--- src/rtl/core/bqbpf_pkg.sv ---
// ----------------------------------------------------------------------------
// Biquad band-pass filter package
// Register indexes, multiplier operand codes and controller/datapath links.
// ----------------------------------------------------------------------------
package bqbpf_pkg;

  localparam int CFG_IDX_W = 3;

  // configuration register indexes
  typedef enum logic [CFG_IDX_W-1:0] {
    REG_B0     = 3'd0,
    REG_A1     = 3'd1,
    REG_A2     = 3'd2,
    REG_GAIN   = 3'd3,
    REG_BYPASS = 3'd4
  } reg_idx_t;

  // operand pair fed to the shared multiplier
  typedef enum logic [2:0] {
    MUL_B0_X   = 3'd0,
    MUL_B0_X2  = 3'd1,
    MUL_A1_Y1  = 3'd2,
    MUL_A2_Y2  = 3'd3,
    MUL_Y_GAIN = 3'd4
  } mul_sel_t;

  // controller to datapath
  typedef struct packed {
    logic     capture;
    logic     mul_en;
    mul_sel_t mul_sel;
    logic     acc_load;
    logic     acc_sub;
    logic     sat_y;
    logic     sat_g;
    logic     load_out;
  } bqbpf_cmd_t;

  // datapath to controller
  typedef struct packed {
    logic bypass;
    logic out_free;
  } bqbpf_sts_t;

endpackage

--- src/rtl/core/bqbpf_if.sv ---
// ----------------------------------------------------------------------------
// Biquad band-pass filter channel interfaces
// Valid/ready channels for samples in, results out and register writes.
// ----------------------------------------------------------------------------

// input sample channel
interface bqbpf_in_if #(parameter int SAMPLE_WIDTH = 16);
  logic                           valid;
  logic                           ready;
  logic signed [SAMPLE_WIDTH-1:0] sample_in;
  logic                           first;

  modport source (output valid, output sample_in, output first, input ready);
  modport sink   (input valid, input sample_in, input first, output ready);
endinterface

// result channel
interface bqbpf_out_if #(parameter int SAMPLE_WIDTH = 16);
  logic                           valid;
  logic                           ready;
  logic signed [SAMPLE_WIDTH-1:0] sample_out;
  logic                           clipped;

  modport source (output valid, output sample_out, output clipped, input ready);
  modport sink   (input valid, input sample_out, input clipped, output ready);
endinterface

// register write channel
interface bqbpf_cfg_if #(parameter int COEF_WIDTH = 16);
  logic                              valid;
  logic                              ready;
  logic [bqbpf_pkg::CFG_IDX_W-1:0]   index;
  logic [COEF_WIDTH-1:0]             data;

  modport source (output valid, output index, output data, input ready);
  modport sink   (input valid, input index, input data, output ready);
endinterface

--- src/rtl/core/bqbpf_ctrl.sv ---
// ----------------------------------------------------------------------------
// Biquad band-pass filter controller
// Sequences the shared multiplier over the four taps, the gain and output.
// ----------------------------------------------------------------------------
module bqbpf_ctrl (
  input  logic                  clk,
  input  logic                  rst_n,
  input  logic                  in_valid,
  output logic                  in_ready,
  input  bqbpf_pkg::bqbpf_sts_t sts,
  output bqbpf_pkg::bqbpf_cmd_t cmd
);
  import bqbpf_pkg::*;

  typedef enum logic [9:0] {
    S_IDLE = 10'b00_0000_0001,
    S_MUL0 = 10'b00_0000_0010,
    S_MUL1 = 10'b00_0000_0100,
    S_MUL2 = 10'b00_0000_1000,
    S_MUL3 = 10'b00_0001_0000,
    S_ACC  = 10'b00_0010_0000,
    S_SATY = 10'b00_0100_0000,
    S_MULG = 10'b00_1000_0000,
    S_SATG = 10'b01_0000_0000,
    S_OUT  = 10'b10_0000_0000
  } state_t;

  state_t state_r, state_nxt;

  assign in_ready = (state_r == S_IDLE);

  // next state and commands
  always_comb begin
    state_nxt    = state_r;
    cmd          = '0;
    cmd.mul_sel  = MUL_B0_X;
    unique case (state_r)
      S_IDLE: begin
        if (in_valid) begin
          cmd.capture = 1'b1;
          state_nxt   = sts.bypass ? S_OUT : S_MUL0;
        end
      end
      S_MUL0: begin
        cmd.mul_en  = 1'b1;
        cmd.mul_sel = MUL_B0_X;
        state_nxt   = S_MUL1;
      end
      S_MUL1: begin
        cmd.mul_en   = 1'b1;
        cmd.mul_sel  = MUL_B0_X2;
        cmd.acc_load = 1'b1;
        state_nxt    = S_MUL2;
      end
      S_MUL2: begin
        cmd.mul_en  = 1'b1;
        cmd.mul_sel = MUL_A1_Y1;
        cmd.acc_sub = 1'b1;
        state_nxt   = S_MUL3;
      end
      S_MUL3: begin
        cmd.mul_en  = 1'b1;
        cmd.mul_sel = MUL_A2_Y2;
        cmd.acc_sub = 1'b1;
        state_nxt   = S_ACC;
      end
      S_ACC: begin
        cmd.acc_sub = 1'b1;
        state_nxt   = S_SATY;
      end
      S_SATY: begin
        cmd.sat_y = 1'b1;
        state_nxt = S_MULG;
      end
      S_MULG: begin
        cmd.mul_en  = 1'b1;
        cmd.mul_sel = MUL_Y_GAIN;
        state_nxt   = S_SATG;
      end
      S_SATG: begin
        cmd.sat_g = 1'b1;
        state_nxt = S_OUT;
      end
      S_OUT: begin
        if (sts.out_free) begin
          cmd.load_out = 1'b1;
          state_nxt    = S_IDLE;
        end
      end
      default: state_nxt = S_IDLE;
    endcase
  end

  always_ff @(posedge clk) begin
    if (!rst_n) begin
      state_r <= S_IDLE;
    end else begin
      state_r <= state_nxt;
    end
  end

endmodule

--- src/rtl/core/bqbpf_datapath.sv ---
// ----------------------------------------------------------------------------
// Biquad band-pass filter datapath
// Register file, history, shared multiplier, accumulator, rounding and
// saturation, and the output register.
// ----------------------------------------------------------------------------
module bqbpf_datapath #(
  parameter int SAMPLE_WIDTH = 16,
  parameter int COEF_WIDTH   = 16
) (
  input  logic                             clk,
  input  logic                             rst_n,
  // register writes
  input  logic                             cfg_we,
  input  logic [bqbpf_pkg::CFG_IDX_W-1:0]  cfg_index,
  input  logic [COEF_WIDTH-1:0]            cfg_data,
  // sample in
  input  logic signed [SAMPLE_WIDTH-1:0]   sample_in,
  input  logic                             first,
  // result out
  output logic                             out_valid,
  input  logic                             out_ready,
  output logic signed [SAMPLE_WIDTH-1:0]   sample_out,
  output logic                             clipped,
  // control
  input  bqbpf_pkg::bqbpf_cmd_t            cmd,
  output bqbpf_pkg::bqbpf_sts_t            sts
);
  import bqbpf_pkg::*;

  localparam int SW = SAMPLE_WIDTH;
  localparam int CW = COEF_WIDTH;
  localparam int PW = SW + CW;      // product width
  localparam int AW = PW + 3;       // accumulator, headroom for four terms and rounding
  localparam int GW = PW + 1;       // gain product plus rounding
  localparam int CF = CW - 2;       // Q2.x coefficient fraction bits
  localparam int GF = CW - 4;       // Q4.x gain fraction bits

  localparam logic signed [CW-1:0] GAIN_UNITY = {3'b000, 1'b1, {(CW-4){1'b0}}};
  localparam logic signed [AW-1:0] ROUND_Y    = {{(AW-CF){1'b0}}, 1'b1, {(CF-1){1'b0}}};
  localparam logic signed [GW-1:0] ROUND_G    = {{(GW-GF){1'b0}}, 1'b1, {(GF-1){1'b0}}};
  localparam logic signed [AW-1:0] Y_MAX      = {{(AW-SW+1){1'b0}}, {(SW-1){1'b1}}};
  localparam logic signed [AW-1:0] Y_MIN      = {{(AW-SW+1){1'b1}}, {(SW-1){1'b0}}};
  localparam logic signed [GW-1:0] G_MAX      = {{(GW-SW+1){1'b0}}, {(SW-1){1'b1}}};
  localparam logic signed [GW-1:0] G_MIN      = {{(GW-SW+1){1'b1}}, {(SW-1){1'b0}}};
  localparam logic signed [SW-1:0] S_MAX      = {1'b0, {(SW-1){1'b1}}};
  localparam logic signed [SW-1:0] S_MIN      = {1'b1, {(SW-1){1'b0}}};

  // configuration registers
  logic signed [CW-1:0] b0_r, a1_r, a2_r, gain_r;
  logic                 bypass_r;

  // sample and history
  logic signed [SW-1:0] x_r, x1_r, x2_r, y1_r, y2_r, y_r;

  // arithmetic
  logic signed [SW-1:0] op_s;
  logic signed [CW-1:0] op_c;
  logic signed [PW-1:0] prod_r;
  logic signed [AW-1:0] prod_ext;
  logic signed [AW-1:0] acc_r, acc_nxt;
  logic signed [AW-1:0] y_sum, y_shift;
  logic signed [GW-1:0] g_sum, g_shift;
  logic signed [SW-1:0] y_sat, g_sat;
  logic                 y_clip, g_clip;
  logic                 clip_r;

  // output register
  logic                 out_valid_r;
  logic signed [SW-1:0] res_r;
  logic                 res_clip_r;

  assign sts.bypass   = bypass_r;
  assign sts.out_free = !out_valid_r || out_ready;

  // register file; unknown indexes are dropped
  always_ff @(posedge clk) begin
    if (!rst_n) begin
      b0_r     <= '0;
      a1_r     <= '0;
      a2_r     <= '0;
      gain_r   <= GAIN_UNITY;
      bypass_r <= 1'b0;
    end else if (cfg_we) begin
      unique case (cfg_index)
        REG_B0:     b0_r     <= cfg_data;
        REG_A1:     a1_r     <= cfg_data;
        REG_A2:     a2_r     <= cfg_data;
        REG_GAIN:   gain_r   <= cfg_data;
        REG_BYPASS: bypass_r <= cfg_data[0];
        default:    ;
      endcase
    end
  end

  // multiplier operand select
  always_comb begin
    unique case (cmd.mul_sel)
      MUL_B0_X:   begin op_s = x_r;  op_c = b0_r;   end
      MUL_B0_X2:  begin op_s = x2_r; op_c = b0_r;   end
      MUL_A1_Y1:  begin op_s = y1_r; op_c = a1_r;   end
      MUL_A2_Y2:  begin op_s = y2_r; op_c = a2_r;   end
      MUL_Y_GAIN: begin op_s = y_r;  op_c = gain_r; end
      default:    begin op_s = x_r;  op_c = b0_r;   end
    endcase
  end

  always_ff @(posedge clk) begin
    if (cmd.mul_en) begin
      prod_r <= op_s * op_c;
    end
  end

  // accumulator: first tap loads, the rest subtract
  assign prod_ext = {{(AW-PW){prod_r[PW-1]}}, prod_r};

  always_comb begin
    acc_nxt = acc_r;
    if (cmd.acc_load) begin
      acc_nxt = prod_ext;
    end else if (cmd.acc_sub) begin
      acc_nxt = acc_r - prod_ext;
    end
  end

  always_ff @(posedge clk) begin
    acc_r <= acc_nxt;
  end

  // filter value: round half up, then clamp
  assign y_sum   = acc_r + ROUND_Y;
  assign y_shift = y_sum >>> CF;

  always_comb begin
    y_clip = 1'b0;
    y_sat  = y_shift[SW-1:0];
    if (y_shift > Y_MAX) begin
      y_clip = 1'b1;
      y_sat  = S_MAX;
    end else if (y_shift < Y_MIN) begin
      y_clip = 1'b1;
      y_sat  = S_MIN;
    end
  end

  // gain value: round half up, then clamp
  assign g_sum   = {prod_r[PW-1], prod_r} + ROUND_G;
  assign g_shift = g_sum >>> GF;

  always_comb begin
    g_clip = 1'b0;
    g_sat  = g_shift[SW-1:0];
    if (g_shift > G_MAX) begin
      g_clip = 1'b1;
      g_sat  = S_MAX;
    end else if (g_shift < G_MIN) begin
      g_clip = 1'b1;
      g_sat  = S_MIN;
    end
  end

  // sample capture and history; a buffer start clears history
  always_ff @(posedge clk) begin
    if (!rst_n) begin
      x1_r <= '0;
      x2_r <= '0;
      y1_r <= '0;
      y2_r <= '0;
    end else if (cmd.capture && first) begin
      x1_r <= '0;
      x2_r <= '0;
      y1_r <= '0;
      y2_r <= '0;
    end else if (cmd.sat_y) begin
      x2_r <= x1_r;
      x1_r <= x_r;
      y2_r <= y1_r;
      y1_r <= y_sat;
    end
  end

  always_ff @(posedge clk) begin
    if (cmd.capture) begin
      x_r <= sample_in;
    end
    if (cmd.sat_y) begin
      y_r    <= y_sat;
      clip_r <= y_clip;
    end
  end

  // pending result; bypass passes the sample with no clip
  always_ff @(posedge clk) begin
    if (cmd.capture && bypass_r) begin
      res_r      <= sample_in;
      res_clip_r <= 1'b0;
    end else if (cmd.sat_g) begin
      res_r      <= g_sat;
      res_clip_r <= clip_r || g_clip;
    end
  end

  // output register
  always_ff @(posedge clk) begin
    if (!rst_n) begin
      out_valid_r <= 1'b0;
    end else if (cmd.load_out) begin
      out_valid_r <= 1'b1;
    end else if (out_ready) begin
      out_valid_r <= 1'b0;
    end
  end

  always_ff @(posedge clk) begin
    if (cmd.load_out) begin
      sample_out <= res_r;
      clipped    <= res_clip_r;
    end
  end

  assign out_valid = out_valid_r;

endmodule

--- src/rtl/core/biquad_band_pass_filter.sv ---
// Flow: an accepted sample passes the four tap products on the single shared multiplier,
// the accumulate and filter clamp, the gain product and the gain clamp, then loads
// the output register once the previous result there is taken or gone; bypass loads
// it directly. A new sample is taken only after that load.
// Reset: synchronous active-low rst_n clears history, coefficients (gain to unity)
// and the controller; the output register comes up empty.
// ----------------------------------------------------------------------------
// Biquad band-pass filter top level
// Direct-form-I band-pass biquad with output gain and clip flag.
// ----------------------------------------------------------------------------
module biquad_band_pass_filter #(
  parameter int SAMPLE_WIDTH = 16,
  parameter int COEF_WIDTH   = 16
) (
  input  logic       clk,
  input  logic       rst_n,
  bqbpf_in_if.sink   in_ch,
  bqbpf_out_if.source out_ch,
  bqbpf_cfg_if.sink  cfg_ch
);
  import bqbpf_pkg::*;

  bqbpf_cmd_t cmd;
  bqbpf_sts_t sts;

  // register writes are always taken
  assign cfg_ch.ready = 1'b1;

  bqbpf_ctrl u_ctrl (
    .clk      (clk),
    .rst_n    (rst_n),
    .in_valid (in_ch.valid),
    .in_ready (in_ch.ready),
    .sts      (sts),
    .cmd      (cmd)
  );

  bqbpf_datapath #(
    .SAMPLE_WIDTH (SAMPLE_WIDTH),
    .COEF_WIDTH   (COEF_WIDTH)
  ) u_datapath (
    .clk        (clk),
    .rst_n      (rst_n),
    .cfg_we     (cfg_ch.valid),
    .cfg_index  (cfg_ch.index),
    .cfg_data   (cfg_ch.data),
    .sample_in  (in_ch.sample_in),
    .first      (in_ch.first),
    .out_valid  (out_ch.valid),
    .out_ready  (out_ch.ready),
    .sample_out (out_ch.sample_out),
    .clipped    (out_ch.clipped),
    .cmd        (cmd),
    .sts        (sts)
  );

endmodule

--- src/flat_wrapper.sv ---
// flat-port wrapper written by rule: the top's interface ports become plain ports
module biquad_band_pass_filter_flat import bqbpf_pkg::*;
#(
  parameter int SAMPLE_WIDTH = 16,
  parameter int COEF_WIDTH   = 16
)
  (clk, rst_n, in_ch_valid, in_ch_sample_in, in_ch_first, in_ch_ready, out_ch_valid, out_ch_sample_out, out_ch_clipped, out_ch_ready, cfg_ch_valid, cfg_ch_index, cfg_ch_data, cfg_ch_ready);
  bqbpf_in_if #(.SAMPLE_WIDTH(SAMPLE_WIDTH)) in_ch_i ();
  bqbpf_out_if #(.SAMPLE_WIDTH(SAMPLE_WIDTH)) out_ch_i ();
  bqbpf_cfg_if #(.COEF_WIDTH(COEF_WIDTH)) cfg_ch_i ();
  input  logic clk;
  input  logic rst_n;
  input wire logic [$bits(in_ch_i.valid)-1:0] in_ch_valid;
  input wire logic [$bits(in_ch_i.sample_in)-1:0] in_ch_sample_in;
  input wire logic [$bits(in_ch_i.first)-1:0] in_ch_first;
  output wire logic [$bits(in_ch_i.ready)-1:0] in_ch_ready;
  output wire logic [$bits(out_ch_i.valid)-1:0] out_ch_valid;
  output wire logic [$bits(out_ch_i.sample_out)-1:0] out_ch_sample_out;
  output wire logic [$bits(out_ch_i.clipped)-1:0] out_ch_clipped;
  input wire logic [$bits(out_ch_i.ready)-1:0] out_ch_ready;
  input wire logic [$bits(cfg_ch_i.valid)-1:0] cfg_ch_valid;
  input wire logic [$bits(cfg_ch_i.index)-1:0] cfg_ch_index;
  input wire logic [$bits(cfg_ch_i.data)-1:0] cfg_ch_data;
  output wire logic [$bits(cfg_ch_i.ready)-1:0] cfg_ch_ready;
  assign in_ch_i.valid = in_ch_valid;
  assign in_ch_i.sample_in = in_ch_sample_in;
  assign in_ch_i.first = in_ch_first;
  assign in_ch_ready = in_ch_i.ready;
  assign out_ch_valid = out_ch_i.valid;
  assign out_ch_sample_out = out_ch_i.sample_out;
  assign out_ch_clipped = out_ch_i.clipped;
  assign out_ch_i.ready = out_ch_ready;
  assign cfg_ch_i.valid = cfg_ch_valid;
  assign cfg_ch_i.index = cfg_ch_index;
  assign cfg_ch_i.data = cfg_ch_data;
  assign cfg_ch_ready = cfg_ch_i.ready;
  biquad_band_pass_filter #(.SAMPLE_WIDTH(SAMPLE_WIDTH), .COEF_WIDTH(COEF_WIDTH)) u_core (.clk(clk), .rst_n(rst_n), .in_ch(in_ch_i), .out_ch(out_ch_i), .cfg_ch(cfg_ch_i));
endmodule
--- config.mk ---
export PLATFORM = sky130hd
export DESIGN_NAME = biquad_band_pass_filter_flat
export DESIGN_NICKNAME = d
export VERILOG_FILES = /design/src/rtl/core/bqbpf_pkg.sv /design/src/rtl/core/bqbpf_if.sv /design/src/rtl/core/bqbpf_ctrl.sv /design/src/rtl/core/bqbpf_datapath.sv /design/src/rtl/core/biquad_band_pass_filter.sv /design/src/flat_wrapper.sv
export SDC_FILE = /design/constraint.sdc
export NUM_CORES = 1
export LEC_CHECK = 0
export BUFFER_PORTS_ARGS = -buffer_cell sky130_fd_sc_hd__buf_4
export CAP_MARGIN = 10
export CORE_ASPECT_RATIO = 0.7
export CORE_UTILIZATION = 51
export DETAILED_ROUTE_END_ITERATION = 16
export HOLD_SLACK_MARGIN = 0.02
export PLACE_DENSITY = 0.71
export SYNTH_ARGS = -nofsm -noshare
export SYNTH_HDL_FRONTEND = slang
export SYNTH_HIERARCHICAL = 1
export SYNTH_SLANG_ARGS = --single-unit
--- constraint.sdc ---
create_clock -name clk -period 11.8 [get_ports clk]
set_input_delay 0 -clock clk [delete_from_list [all_inputs] [get_ports clk]]
set_output_delay 0 -clock clk [all_outputs]
set_load 0.005 [all_outputs]
# ---- Word-level counts from Yosys, hierarchy flattened
# Index checks and enable logic that the tools add are counted.
dict set report totals {
  ff_bits 274
  input_bits 41
  out_inout_bits 20
}
dict set report classes {
  add_sub_neg 3
  mul 1
  order_cmp 4
  eq_ne 20
  muxes 28
  bitwise 1
  n_reduce_logical 17
}
# operator n
set ops {}
lappend ops {{one-hot mux 10 bit (10 select lines)} 1}
lappend ops {{2-to-1 mux 16 bit} 6}
lappend ops {{2-to-1 mux 35 bit} 2}
lappend ops {{one-hot mux 16 bit (4 select lines)} 1}
lappend ops {{one-hot mux 16 bit (3 select lines)} 1}
lappend ops {{greater-than comparator 21 x 16 -> 1 bit, second input constant} 2}
lappend ops {{less-than comparator 21 x 16 -> 1 bit, second input constant} 2}
lappend ops {{adder 35 x 15 -> 35 bit, second input constant} 1}
lappend ops {{subtractor 35 x 32 -> 35 bit} 1}
lappend ops {{adder 32 x 13 -> 33 bit, second input constant} 1}
lappend ops {{multiplier 16 x 16 -> 32 bit} 1}
lappend ops {{2-to-1 mux 10 bit} 3}
lappend ops {{one-hot mux 4 bit (5 select lines)} 1}
lappend ops {{2-to-1 mux 1 bit} 13}
lappend ops {{equality test 3 x 2 -> 1 bit, second input constant} 4}
lappend ops {{AND reduction 2 bit} 6}
lappend ops {{equality test 10 x 1 -> 1 bit, second input constant} 1}
lappend ops {{equality test 10 bit, second input constant} 1}
lappend ops {{equality test 10 x 2 -> 1 bit, second input constant} 1}
lappend ops {{equality test 10 x 3 -> 1 bit, second input constant} 1}
lappend ops {{equality test 10 x 4 -> 1 bit, second input constant} 1}
lappend ops {{equality test 10 x 5 -> 1 bit, second input constant} 1}
lappend ops {{equality test 10 x 6 -> 1 bit, second input constant} 1}
lappend ops {{equality test 10 x 7 -> 1 bit, second input constant} 1}
lappend ops {{other kinds (14)} 20}

# ---- Depth between registers and ports, before layout
dict set report depth {
  word_depth 6
  mapped_depth 36
  depth_no_buf 31
}

# ---- By module
# Netlist, hierarchy kept.
# module instances cells_each area_per_inst_um2
set by_module_without_submodules {}
lappend by_module_without_submodules {bqbpf_datapath 1 2500 23178.5}
lappend by_module_without_submodules {bqbpf_ctrl 1 68 584.3}
lappend by_module_without_submodules {biquad_band_pass_filter 1 2 11.3}

# ---- Least setup slack after synthesis
# Ideal clock, no wire load.
dict set report synth_path {
  kind {reg-to-reg}
  start {register u_core.u_ctrl.state_r[1]}
  end {register u_core.u_datapath.prod_r[30], data pin}
  setup_time_ns 0.158
  arrival_ns 8.452
  t_required_ns 11.642
  path_slack_ns 3.190
  path_stages_with_launch 32
  path_buffers 4
  path_cell_list {dfxtp_1 > buf_2 > nor4_2 > nand4b_1 > and2_1 > inv_1 > clkbuf_1 > nor2_2 > xor2_1 > clkbuf_1 > clkbuf_1 > a221oi_1 > nor2_1 > fa_1 > inv_1 > fa_1 > inv_1 > fa_1 > fa_1 > fa_1 > inv_1 > fa_1 > inv_1 > ha_1 > a21o_1 > a21oi_1 > o221ai_1 > a221oi_2 > o21ai_1 > a2111o_1 > a2111o_1 > o211ai_1}
}
# element line
set synth_rtl {}
lappend synth_rtl {{start, declared} bqbpf_ctrl.sv:28} ;# state_t state_r, state_nxt;
lappend synth_rtl {{start signal, assigned} bqbpf_ctrl.sv:98} ;# state_r <= state_nxt;
lappend synth_rtl {{end signal, assigned} bqbpf_datapath.sv:109} ;# prod_r <= op_s * op_c;
lappend synth_rtl {{end, declared} bqbpf_datapath.sv:58} ;# logic signed [PW-1:0] prod_r;

==> metrics.txt <==
result of the run finished clean; top cells by instance count after synthesis sky130_fd_sc_hd__inv_1, sky130_fd_sc_hd__nand2_1, sky130_fd_sc_hd__nor2_1; sequential group share of total power 42.3%; relative contribution of combinational cells to total power 16.2%; total number of vias 18,700; starting utilization of the core area 52.2%; maximum number of pins on one net before global-route repair 73; cell count after synthesis 2,570; synthesized area 23,800 µm²; count of flip-flops with a built-in enable after synthesis 133; warning count from the yosys run 6; Reg with most FFs u_core/u_datapath/acc_r; Inserted Clock Buffers 29; Layout Skew 25.8 ps; number of hold violations in the final report 0; row cnt 65; num ports 61; nature of the critical path startpoint flop; dominant cell type by area after synthesis sky130_fd_sc_hd__fa_1; sum of negative setup slack 0 ps; area of the core 45,500 µm²; xor and xnor area share after synthesis 3.28%; Pwr Density 93.0 nW/µm²; worst min-delay path category in2reg; area fraction in compound gates after synthesis 12.2%; Min Clock Period, post-route 9780 ps; buffers inserted during post-CTS setup optimization 0; number of nets in the layout 3,058; flip-flop count of the largest register after layout 35; count of unresolved DRC violations after routing 0; sequential area share after synthesis 28.7%; total of buffers placed on input and output ports 59; Die Span X 260 µm; area of the multi-input gates 15,100 µm²; top-area cell type share of the netlist area 22.1%; global-route congestion overflow total 0; required time of the critical path 12,210 ps; worst supply voltage drop on vdd 0.112 mV; largest family of logic cells by synthesized area adder cells; RSZ-0062 raised after global routing no; relative area change from synthesis to final layout 10.9%; filler cell count 3,947; GRT Util Overall 28.9%; htree depth 1; syn avg cell area 9.25 µm²; Lkg Pwr 0.0115 µW; synthesized net count 2,992; Clock power frac 41.5%; clock sink count 274; crit end category flop; worst hold slack 143 ps; wirelength, routed 66,900 µm; cell with the most instances after synthesis sky130_fd_sc_hd__inv_1; via count of the first global-routing pass 18,200; average via count per standard cell 5.74; share of the core filled with cells in the final layout 57.9%; flop and latch count out of synthesis 274; simple-gate share of the synthesized area 15.0%; final cell area excluding filler cells 26,400 µm²; vertical die dimension 183 µm; Slew headroom 20.6%; total setup violations reported at the end of the flow 0; maximum capacitance violations 0; hold bufs inserted after CTS 42; standard cell area after detailed placement 24,900 µm²; Power, Total 2450 µW; root buf cell sky130_fd_sc_hd__clkbuf_16; sequential cell area 6820 µm²; die outline area 47,500 µm²; fraction of layout instances using a drive strength above 1 8.05%; CTS clk-pin slew, worst paths 60 ps; cell-internal power 1780 µW; top post-synthesis cells by area sky130_fd_sc_hd__fa_1, sky130_fd_sc_hd__edfxtp_1, sky130_fd_sc_hd__dfxtp_1; wire length of the first global-routing pass 106,000 µm; antenna-violating nets left 0; mux cell area share after synthesis 4.57%; Placer Congestion 1.02; number of distinct library cell variants in the gate-level netlist after synthesis 74; CTS resizes 0; buffer depth of the longest clock path 3; 1st-pass router iterations 6; NetSw 669 µW; routed wirelength normalized by instance count 20.5 µm; final count of pins violating max slew 0; maximum achievable frequency 102 MHz; antenna diode instance count 0; violation count after the first detailed-routing iteration 2,086; share of the clock period used by the worst path 82.9%; clock latency of the later-clocked register in the worst-skew pair 590 ps; prevailing post-synth register cell sky130_fd_sc_hd__dfxtp_1; switching part of the total 27.3%; worst setup path class reg2reg; TritonCTS clock tree built; initial antenna violation count 0; slew at the pin closest to its max-slew limit 1190 ps; adder-cell share of the synthesized area 28.4%; async set-or-reset flop fraction in the synthesized netlist 0%; Crit path arrival time 10,190 ps; post-detailed-placement half-perimeter wirelength 52,000 µm; largest registers u_core/u_datapath/acc_r: 35 flops, u_core/u_datapath/prod_r: 32 flops; highest net fanout along the worst path 28
==> kinds of logic (layout without fill, tap and decap cells) <==
logic type	count (synthesis)	in the layout
buf+inv	489	578
mux	106	106
compound gates	424	424
fa+ha+maj	381	381
flops	274	274
xor+xnor	89	89
simple gates	806	806
other cells	1	1
==> power groups by stage <==
stage	combinational (µW)	clock, µW	sequential [µW]
after floorplan	254	0	1050
after global placement	369	0	1060
after detailed placement	376	0	1060
after CTS	392	1040	1040
after global routing	440	1080	1040
final	397	1020	1040
==> worst max-delay path, cell delays in order (launching register included) <==
cell and delay [ps]:
sky130_fd_sc_hd__dfxtp_1 380, sky130_fd_sc_hd__nor4_2 470, sky130_fd_sc_hd__nand3_2 190, sky130_fd_sc_hd__or3b_1 480
sky130_fd_sc_hd__inv_1 420, sky130_fd_sc_hd__and2_1 850, sky130_fd_sc_hd__a221oi_1 410, sky130_fd_sc_hd__buf_2 290
sky130_fd_sc_hd__or2_2 320, sky130_fd_sc_hd__fa_1 470, sky130_fd_sc_hd__fa_1 500, sky130_fd_sc_hd__inv_1 60
sky130_fd_sc_hd__fa_1 500, sky130_fd_sc_hd__inv_1 60, sky130_fd_sc_hd__fa_1 590, sky130_fd_sc_hd__fa_1 460
sky130_fd_sc_hd__fa_1 510, sky130_fd_sc_hd__inv_1 50, sky130_fd_sc_hd__ha_1 330, sky130_fd_sc_hd__a21oi_1 350
sky130_fd_sc_hd__inv_1 80, sky130_fd_sc_hd__a21oi_1 160, sky130_fd_sc_hd__o221ai_1 170, sky130_fd_sc_hd__a221oi_2 380
sky130_fd_sc_hd__o21ai_1 180, sky130_fd_sc_hd__a2111o_1 450, sky130_fd_sc_hd__a2111o_1 370, sky130_fd_sc_hd__o211ai_1 90
==> cell usage in the layout, fill, tap and decap left out, types with 16 or more instances in the layout <==
master	n
sky130_fd_sc_hd__nand3_1	48
sky130_fd_sc_hd__fa_1	263
sky130_fd_sc_hd__o21a_1	21
sky130_fd_sc_hd__o21ai_0	79
sky130_fd_sc_hd__o211ai_1	21
sky130_fd_sc_hd__a21boi_0	65
sky130_fd_sc_hd__and3_1	19
sky130_fd_sc_hd__xnor2_1	66
sky130_fd_sc_hd__dlygate4sd3_1	42
sky130_fd_sc_hd__a221oi_1	17
sky130_fd_sc_hd__inv_1	383
sky130_fd_sc_hd__a21o_1	22
sky130_fd_sc_hd__nand2_1	312
sky130_fd_sc_hd__nor3_1	25
sky130_fd_sc_hd__mux2_2	21
sky130_fd_sc_hd__a221o_1	17
sky130_fd_sc_hd__clkbuf_16	29
sky130_fd_sc_hd__xor2_1	22
sky130_fd_sc_hd__mux2i_1	85
sky130_fd_sc_hd__edfxtp_1	133
sky130_fd_sc_hd__buf_4	97
sky130_fd_sc_hd__a22oi_1	16
sky130_fd_sc_hd__a21oi_1	74
sky130_fd_sc_hd__and2_1	16
sky130_fd_sc_hd__ha_1	118
sky130_fd_sc_hd__nor2_1	270
sky130_fd_sc_hd__dfxtp_1	141
sky130_fd_sc_hd__nand2b_1	31
==> per-layer routing <==
layer / global-route usage, % / share of wire [%] / vias to the layer above
met5: 0 / 0 / -
met4: 4.47 / 1.6 / 0
met3: 8.76 / 11 / 76
met2: 40.7 / 41 / 853
met1: 43.9 / 46 / 9212
li1: - / - / 8586
==> through the flow <==
| step | setup slack (ps) | instances |
|---|---|---|
| after global routing | 1440 | 3262 |
| after global placement | 2210 | 3164 |
| after floorplan | 3190 | 2570 |
| after detailed placement | 1900 | 3164 |
| final | 2020 | 3262 |
| after CTS | 1820 | 3260 |
==> path summary, 6_finish.rpt <==
| check | start | endpoint | slack [ps] | cells after the start |
|---|---|---|---|---|
| worst max-delay path | u_core/u_ctrl/state_r[1] | u_core/u_datapath/prod_r[30] | 2020 | 27 |
| worst min-delay path | in_ch_sample_in[12] | u_core/u_datapath/x_r[12] | 140 | 2 |
| worst max register to register | u_core/u_ctrl/state_r[1] | u_core/u_datapath/prod_r[30] | 2020 | 27 |
| worst min register to register | u_core/u_datapath/res_r[13] | u_core/u_datapath/sample_out[13] | 420 | 0 |
==> layout make-up <==
cell class	instances	share of cell area [%]
Clock buffer	34	2.86
Clock inverter	20	1.16
Inverter	383	5.45
Multi-Input combinational cell	1807	57.4
Sequential cell	274	25.8
Tap cell	603	2.86
Timing Repair Buffer	141	4.42
Note: power is estimated with default switching activity, not from simulation.
